**config.mk**
```make
export PLATFORM = sky130hd
export DESIGN_NAME = ipv4lpm_ram
export DESIGN_NICKNAME = d
export VERILOG_FILES = /design/src/rtl/core/ipv4lpm_ram.sv
export SDC_FILE = /design/constraint.sdc
export NUM_CORES = 1
export LEC_CHECK = 0
export BUFFER_PORTS_ARGS = -buffer_cell sky130_fd_sc_hd__buf_2
export CAP_MARGIN = 10
export CORE_UTILIZATION = 62
export DETAILED_ROUTE_END_ITERATION = 7
export GPL_TIMING_DRIVEN = 0
export PLACE_DENSITY = 0.76
export SLEW_MARGIN = 25
export SYNTH_ARGS = -nofsm -noshare
export SYNTH_HDL_FRONTEND = slang
export SYNTH_SLANG_ARGS = --single-unit
```
**constraint.sdc**
```tcl
create_clock -name clock -period 2.55 [get_ports clock]
set_clock_uncertainty 0.1 [all_clocks]
set_input_delay 0.3825 -clock clock [delete_from_list [all_inputs] [get_ports clock]]
set_output_delay 0.3825 -clock clock [all_outputs]
set_load 0.03 [all_outputs]
```
**src/rtl/core/ipv4lpm_ram.sv**
```systemverilog
module ipv4lpm_ram #(
   parameter int WIDTH = 8,
   parameter int DEPTH = 64,
   localparam int AW = (DEPTH > 1) ? $clog2(DEPTH) : 1
) (
   input  logic             clock,
   input  logic             wr_en,
   input  logic [AW-1:0]    wr_addr,
   input  logic [WIDTH-1:0] wr_data,
   input  logic [AW-1:0]    rd_addr,
   output logic [WIDTH-1:0] rd_data
);

   logic [WIDTH-1:0] mem [DEPTH];
   logic [WIDTH-1:0] rd_data_ff;

   always_ff @(posedge clock) begin
      if (wr_en) begin
         mem[wr_addr] <= wr_data;
      end
      rd_data_ff <= mem[rd_addr];
   end

   assign rd_data = rd_data_ff;

endmodule

```
# Word-level counts from Yosys, hierarchy flattened
# Memory sizes are Yosys's and may differ from the RTL's. A register that Yosys moved wholly into a read port is not among the register bits.
# Cells that the tools add are included.
[classes]
muxes = 2
[op_table]
columns = ["cell", "count"]
rows = [
  ["1-bit 2-to-1 mux", 2],
]
[totals]
word_cells = 3
reg_bits = 0
ram_bits = 512
memories = 1
input_bits = 22
output_inout_bits = 8
[mem_list]
columns = ["name", "words", "word_bits", "read_ports", "rd_ports_with_merged_regs", "wr", "line_no", "source"]
rows = [
  ["mem", 64, 8, 1, 1, 1, "14", "logic [WIDTH-1:0] mem [DEPTH];"],
]

# Longest topological paths before layout
# Gate-level depths: netlist (run 1).
[depth]
depth_word = 2
ltp_mapped = 9
mapped_depth_nobuf = 5

# Least setup slack after synthesis (run 1)
# Ideal clock, no wire load.
[synth_timing]
path_kind = "input to register"
start = "input port rd_addr[1]"
end = "register rd_data_ff[3] (netlist: rd_data[3]), read port of mem"
cell_stages = 7
slack_ns = 0.400
setup_time_ns = 0.128
required_time_ns = 2.322
n_path_buf = 3
arrival_time_ns = 1.922
path_cell_list = "buf_4 -> buf_2 -> buf_2 -> mux4_2 -> mux4_2 -> o21ai_1 -> o41ai_1"
[synth_rtl]
columns = ["item", "line_no", "source"]
rows = [
  ["from (decl)", "10", "input logic [AW-1:0] rd_addr,"],
  ["to (decl)", "15", "logic [WIDTH-1:0] rd_data_ff;"],
]

==> impl_results.md, run 1 <==
* P_int at 0.0143 W
* NetSw at 0.00371 W
* Ys Warns at 0
* Synth area leaders: edfxtp_1 (76%), mux4_2 (14%), nor2_1 (1.5%), mux2i_1 (1.1%), dfxtp_1 (0.79%)
* DRT antenna net count at 0
* Post-synth top cells: edfxtp_1 (512), mux4_2 (126), nor2_1 (83), mux2i_1 (23), nand2_1 (19)
* Post-Syn Instances at 940
* Reg power frac at 52.7%
* Total Power at 0.0180 W
* Final WL at 46,200 um
* Flop-to-flop setup slack at 0.19 ns
* P per Cell Area at 798 nW/um^2
* Critical-path maximum fanout at 10
* Tmin final at 2.55 ns
* Worst skew pair latency at 0.56 ns
* Status: completed
* CTS tree: yes
* Fmax at 392 MHz
* Placed cell area at 20,800 um^2
* Vias at 10,037
* CTS root buf: clkbuf_16
* Post-synth ARST share at 0%
* Hold Path Cell Cnt at 2
* Global route overflow at 0
* Leak at 7.04 nW
* Hold Crit Endpoint: rd_data[5]
* Width of the die at 182 um
* Worst slew margin at 35.0%
* WP buf/inv at 4
* Vias per cell at 6.75
* Crit. End Element: flop
* Logic pwr share at 5.4%
* Vias in the first global route at 10,034
* Crit-path max cell delay at 0.59 ns
* Post-Synthesis Mean Instance Area at 21.5 um^2
* CTS max path bufs at 3
* EDFF count, synth at 512
* Final HPWL DP at 28,400 um
* First-pass DRT Iterations at 5
* # rows at 65
* WL per Instance at 31.1 um
* Peak supply drop at 0.542 mV
* Core area at 31,800 um^2
* Setup Buffers After CTS at 0
* Synthesized Nets at 962
* RSZ-0062 raised after global routing: no
* Final #Nets at 1,034
* Post-synth top flop: edfxtp_1
* Top delay family on crit path: buffers and inverters
* Fillers at 1,855
* Die height at 182 um
* Post-synthesis register bit count at 520
* Switching Share at 20.7%
* Count of pins over their slew limit at 0
* Min-Delay Path Class: primary input to flop
* WP data arrival at 2.84 ns
* Launch point of the worst reg-to-reg path: mem[2][5]
* Post-synth top area share at 76.2%
* Max-cap check violation count at 0
* Total negative slack at 0 ns
* # clock sinks at 520
* All-Layer GR Usage at 28.9%
* CP Class: primary input to flop
* DRC viols at 0
* Port bufs at 21
* Largest net degree at the start of global routing at 65
* Crit path cell chain: buf_4 > buf_2 > buf_4 > buf_2 > nor2_1 > nor2_1 > nor3_1 > o32ai_1
* Sequential fraction of the synthesis area at 77.0%
* Leading area contributor after synthesis: edfxtp_1
* Clock network power share at 41.9%
* TritonCTS Buffers at 50
* Final Cycle Share at 99.9%
* Worst Max-Slew Pin Slew at 0.971 ns
* Clk slew on worst S/H paths at 0.06 ns
* Starting Density at 63.4%
* Share of layout cells above drive strength 1 at 25.7%
* R2R cell count at 4
* Hold Violations, Final at 0
* Cell Area, Synth at 20,200 um^2
* Initial antenna violation count at 4
* CP Launch Type: primary input
* DRC marker count from the first detailed-route iteration at 1,474
* First-pass GRT wire length at 67,200 um
* Count leader, synth: edfxtp_1
* CTS HTree Levels at 2
* Area grow syn2layout at 11.7%
* Unique masters post-synth at 40
* Io pins at 30
* FF-to-FF End: rd_data[5]
* Final setup vio count at 0
* Routability cong. at 0.948
* Worst path slowest cell: o32ai_1
* Hold Startpoint: rd_addr[5]
* Total die area at 33,300 um^2
* Design area at 22,500 um^2
* WP data required at 2.84 ns
* Hold_buf cts at 0
-- state kept, by name, indices dropped and copies added, names as in the netlist --
register  flops
rd_data       8
mem         512
-- worst max-delay path by stage --
stage	start	end	slack, ns	depth (start not counted)
floorplan	rd_addr[1]	rd_data[3]	0.40	7
global placement	rd_addr[1]	rd_data[6]	-0.69	8
detailed placement	rd_addr[1]	rd_data[6]	-0.69	8
CTS	rd_addr[1]	rd_data[5]	0.02	9
global route	rd_addr[1]	rd_data[4]	0.05	8
finish	rd_addr[1]	rd_data[6]	0.002	8
-- power by group through the flow --
stage	clock network, W	registers [W]	logic (W)
after floorplan	0	0.00969	0.000504
after global placement	0	0.00966	0.000925
after detailed placement	0	0.00966	0.000945
after CTS	0.00757	0.00948	0.000954
after global routing	0.00791	0.00948	0.00101
final	0.00753	0.00948	0.000968
-- final cells by class --
type	count	area, um^2	area share [%]
Antenna cell	2	5.00	0.0222
Clock buffer	61	1310	5.83
Tap cell	435	544	2.42
Sequential cell	520	15500	68.9
Clock inverter	29	343	1.52
Timing Repair Buffer	21	125	0.555
Multi-Input combinational cell	369	4350	19.3
Buffer	50	324	1.44
-- metrics by stage --
stage                     hold WS, ns  setup slack [ns]  utilization, %  cells
after floorplan                 0.381             0.400               -    940
after global placement          0.680            -0.694            65.5   1396
after detailed placement        0.677            -0.689            65.5   1396
after CTS                      0.0806            0.0183            70.8   1486
after global routing            0.107            0.0501            70.9   1486
final                           0.127           0.00177            70.9   1487
-- placed cells by master (no fill, tap or decap), types with 9 or more instances in the layout --
cell type,synthesis,layout
edfxtp_1,512,512
clkbuf_1,17,26
mux4_2,126,126
clkinv_2,0,9
mux2_2,13,13
clkinv_1,0,9
buf_2,11,23
clkbuf_16,0,51
buf_4,13,21
nand3_1,13,12
nor2b_1,14,14
nand2_1,19,19
nor2_1,83,83
mux2i_1,23,23
-- timing repair --
| item | CTS | global route |
|---|---|---|
| endpoints found under the setup margin | 5 | 3 |
| hold endpoints to repair | 0 | 0 |
| gates resized for setup | 5 | 2 |
-- cell families after synthesis --
family / Yosys count / synth area share [%]
DFF: 520 / 77.0
muxes: 162 / 15.9
AOI/OAI and AO/OA: 54 / 2.07
and+or+nand+nor: 153 / 3.39
buffers and inverters: 51 / 1.57
-- routing by layer --
| metal | global-route usage (%) | vias up | routed length (um) |
|---|---|---|---|
| met4 | 9.65 | 2 | 1510 |
| li1 | - | 4079 | - |
| met1 | 42.3 | 5209 | 17700 |
| met2 | 43.4 | 636 | 21600 |
| met3 | 7.24 | 111 | 5430 |
| met5 | 0 | - | 15 |
Note: power is estimated with default switching activity, not from simulation.
==> inputs of run 2 (changes only) <==
--- a/config.mk
+++ b/config.mk
@@ -5,12 +5,14 @@
 export SDC_FILE = /design/constraint.sdc
 export NUM_CORES = 1
 export LEC_CHECK = 0
+export ABC_AREA = 1
 export BUFFER_PORTS_ARGS = -buffer_cell sky130_fd_sc_hd__buf_2
 export CAP_MARGIN = 10
-export CORE_UTILIZATION = 62
+export CORE_ASPECT_RATIO = 2
+export CORE_UTILIZATION = 63
 export DETAILED_ROUTE_END_ITERATION = 7
 export GPL_TIMING_DRIVEN = 0
-export PLACE_DENSITY = 0.76
+export PLACE_DENSITY = 0.77
 export SLEW_MARGIN = 25
 export SYNTH_ARGS = -nofsm -noshare
 export SYNTH_HDL_FRONTEND = slang
==> run 2 against run 1 <==
The run now ends with setup timing left. Core utilization decreased by 0.74 points. Maximum frequency decreased by 1.2%. Critical path type unchanged. Register-to-register slack better by 0.78 ns. Global-route usage rose by 9.5 points. Worst setup slack worse by 0.031 ns. Clock-buffer cell count down 8. Final cell count is 58% higher. Design area grew 4.3%. Sequential power about the same.
==> impl_results.md, run 2 <==
* Post-synth ARST share at 0% (unchanged)
* WL per Instance at 27.6 um (-11%)
* Leak at 8.54 nW (+21%)
* Worst Max-Slew Pin Slew at 1.12 ns (+0.145 ns)
* Tmin final at 2.58 ns (+0.0307 ns)
* Peak supply drop at 0.892 mV (+64%)
* Ys Warns at 0 (unchanged)
* Min-Delay Path Class: primary input to flop
* Share of layout cells above drive strength 1 at 10.3% (-15 points)
* Vias per cell at 6.26 (-7.3%)
* Vias at 14,693 (+46%)
* Count of pins over their slew limit at 0 (unchanged)
* Clk slew on worst S/H paths at 0.07 ns (about the same)
* Count leader, synth: nand2_1
* Crit. End Element: flop
* WP data required at 2.62 ns (-0.22 ns)
* Post-synth top flop: edfxtp_1
* Final setup vio count at 11 (+11)
* Core area at 33,500 um^2 (+5.4%)
* Fraction of synthesized area in multiplexers at 0% (-16 points)
* Switching Share at 23.2% (+2.6 points)
* Failing checks: setup timing
* DRT antenna net count at 0 (unchanged)
* Vias in the first global route at 14,562 (+45%)
* Leading area contributor after synthesis: edfxtp_1
* Area grow syn2layout at 10.1%
* DRC viols at 0 (unchanged)
* Area of the multi-input gates at 5010 um^2 (+15%)
* Register bank with the most flops: mem
* RSZ-0062 raised after global routing: no
* Placed cell area at 22,100 um^2 (+6.1%)
* Hold Violations, Final at 0 (unchanged)
* Width of the die at 132 um (-28%)
* Total die area at 34,700 um^2 (+4.2%)
* Final HPWL DP at 44,800 um (+58%)
* Synth area leaders: edfxtp_1 (72%), nand2_1 (11%), nand3_1 (10%), buf_6 (1.8%), nor2_1 (0.99%)
* Design area at 23,500 um^2 (+4.3%)
* Die height at 262 um (+44%)
* CTS tree: yes
* Reg power frac at 54.4% (+1.7 points)
* Largest net degree at the start of global routing at 65 (unchanged)
* Worst skew pair latency at 0.57 ns (about the same)
* EDFF count, synth at 512 (unchanged)
* Routability cong. at 1.01 (+7.0%)
* Compound-Gate Fraction of Synth Area at 0% (-2.1 points)
* Commonest cells after routing, fill and taps aside: nand2_1 (648), edfxtp_1 (512), nand3_1 (439)
* # diodes at 0 (-2)
* Final Cycle Share at 101% (+1.2 points)
* Flop-to-flop setup slack at 0.97 ns (+0.78 ns)
* Routed length on met3 at 4700 um (-13%)
* Post-synthesis xor/xnor area fraction at 0% (unchanged)
* Largest family of logic cells by synthesized area: simple AND/OR/NAND/NOR gates
* Logic pwr share at 7.7% (+2.3 points)
* # clock sinks at 520 (unchanged)
* First-pass DRT Iterations at 7 (+2)
* Synthesized Nets at 1,827 (+90%)
* P_int at 0.0134 W (-6.3%)
* Starting Density at 63.7% (+0.24 points)
* Fillers at 2,408 (+30%)
* Wl on met1 at 20,500 um (+16%)
* CTS root buf: clkbuf_16
* Met2 wire len at 33,400 um (+55%)
* Final WL at 64,800 um (+40%)
* Clock network power share at 37.9% (-4.0 points)
* CTS HTree Levels at 2 (unchanged)
* Final setup margin at -0.0289 ns (-0.0307 ns)
* TritonCTS Buffers at 43 (-14%)
* Final #Nets at 1,902 (+84%)
* # rows at 95 (+46%)
* Worst slew margin at 25.3% (-9.7 points)
* CTS max path bufs at 3 (unchanged)
* Io pins at 30 (unchanged)
* Register area at 15,500 um^2 (unchanged)
* Initial antenna violation count at 1 (-3)
* Post-synth top cells: nand2_1 (648), edfxtp_1 (512), nand3_1 (439), nor2_1 (56), buf_2 (37)
* CP Class: primary input to flop
* Setup Buffers After CTS at 0 (unchanged)
* Unique masters post-synth at 16 (-60%)
* Post-synth top area share at 72.0% (-4.2 points)
* Port bufs at 21 (unchanged)
* CP Launch Type: primary input
* Sequential fraction of the synthesis area at 72.8% (-4.2 points)
* NetSw at 0.00404 W (+8.8%)
* Post-synthesis register bit count at 520 (unchanged)
* P per Cell Area at 741 nW/um^2 (-7.1%)
* Cell Area, Synth at 21,300 um^2 (+5.8%)
* Synth Area in Adders at 0% (unchanged)
* Post-Syn Instances at 1,805 (+92%)
* Post-Synthesis Mean Instance Area at 11.8 um^2 (-45%)
* Total Power at 0.0174 W (-3.1%)
* WP data arrival at 2.65 ns (-0.19 ns)
* Commonest non-fill, non-tap cell in the layout: nand2_1
* Fmax at 388 MHz (-1.2%)
* Max-cap check violation count at 0 (unchanged)
* Status: finished, violations left
* Global route overflow at 0 (unchanged)
* Critical-path maximum fanout at 9 (-1)
* First-pass GRT wire length at 92,500 um (+38%)
* Top layer in use: met5
* DRC marker count from the first detailed-route iteration at 1,607 (+9.0%)
* Largest register FFs at 512 (unchanged)
* Post-synthesis simple-gate area fraction at 23.2% (+20 points)
* All-Layer GR Usage at 38.4% (+9.5 points)
==> run 2: cell count changes in the layout (fill, tap and decap cells not counted), sizes merged, moves of 8 or more <==
cell,change
nand2,+629
clkbuf,-11
mux4,-126
mux2i,-23
nand3,+426
nor2b,-14
nor2,-27
o221ai,-8
inv,+14
o22ai,-8
buf,+76
mux2,-13
==> run 2: kinds of logic after synthesis <==
logic type | after synthesis
buffers and inverters | 125
flip-flops | 520
AND/OR/NAND/NOR | 1160
==> run 2: metrics by stage <==
step                utilization (%)  setup TNS [ns]  instances  hold slack (ns)  setup slack (ns)
floorplan                         -               0       1805            0.381             0.301
CTS                            70.1               0       2349            0.189            0.0171
detailed placement             66.0         -125.96       2271            0.720            -0.608
global placement               65.6          -82.41       2262            0.715            -0.693
global route                   70.1               0       2349            0.227           0.00862
finish                         70.1          -0.224       2349            0.221           -0.0289
==> run 2: final cells by class <==
type	instances	share of cell area, %
Buffer	113	3.44
Clock buffer	53	4.96
Clock inverter	25	0.942
Inverter	12	0.213
Multi-Input combinational cell	1160	21.3
Sequential cell	520	66.1
Tap cell	436	2.32
Timing Repair Buffer	30	0.735
==> run 2: repair_timing <==
item / 4_1_cts / 5_1_grt
gates cloned: 0 / 0
setup endpoints to repair: 8 / 1
endpoints found under the hold margin: 0 / 0
hold buffers: 0 / 0
gates resized for setup: 1 / 1
pin swaps: 0 / 0
==> run 2: path summary, 6_finish.rpt <==
check / from / endpoint / depth (start not counted)
worst max-delay path: wr_addr[1] / mem[31][1] / 3
worst min-delay path: rd_addr[5] / rd_data[2] / 3
worst max register to register: mem[38][0] / rd_data[0] / 8
worst min register to register: mem[60][1] / rd_data[1] / 8
==> run 2: worst max-delay path, stage by stage <==
cell      delay, ns
clkbuf_1       0.42
nand4_1        0.73
nor2_1         1.10
==> run 2: power groups by stage <==
| stage | combinational, W | clock, W | sequential [W] |
|---|---|---|---|
| floorplan | 0.000665 | 0 | 0.00969 |
| global placement | 0.00127 | 0 | 0.00966 |
| detailed placement | 0.00130 | 0 | 0.00966 |
| CTS | 0.00131 | 0.00657 | 0.00947 |
| global route | 0.00141 | 0.00683 | 0.00947 |
| finish | 0.00135 | 0.00660 | 0.00947 |
==> run 2: per-layer routing <==
layer	global-route usage, %	vias to the layer above
li1	-	6489
met1	41.6	7036
met2	66.5	910
met3	4.66	256
met4	32.6	2
met5	0	-
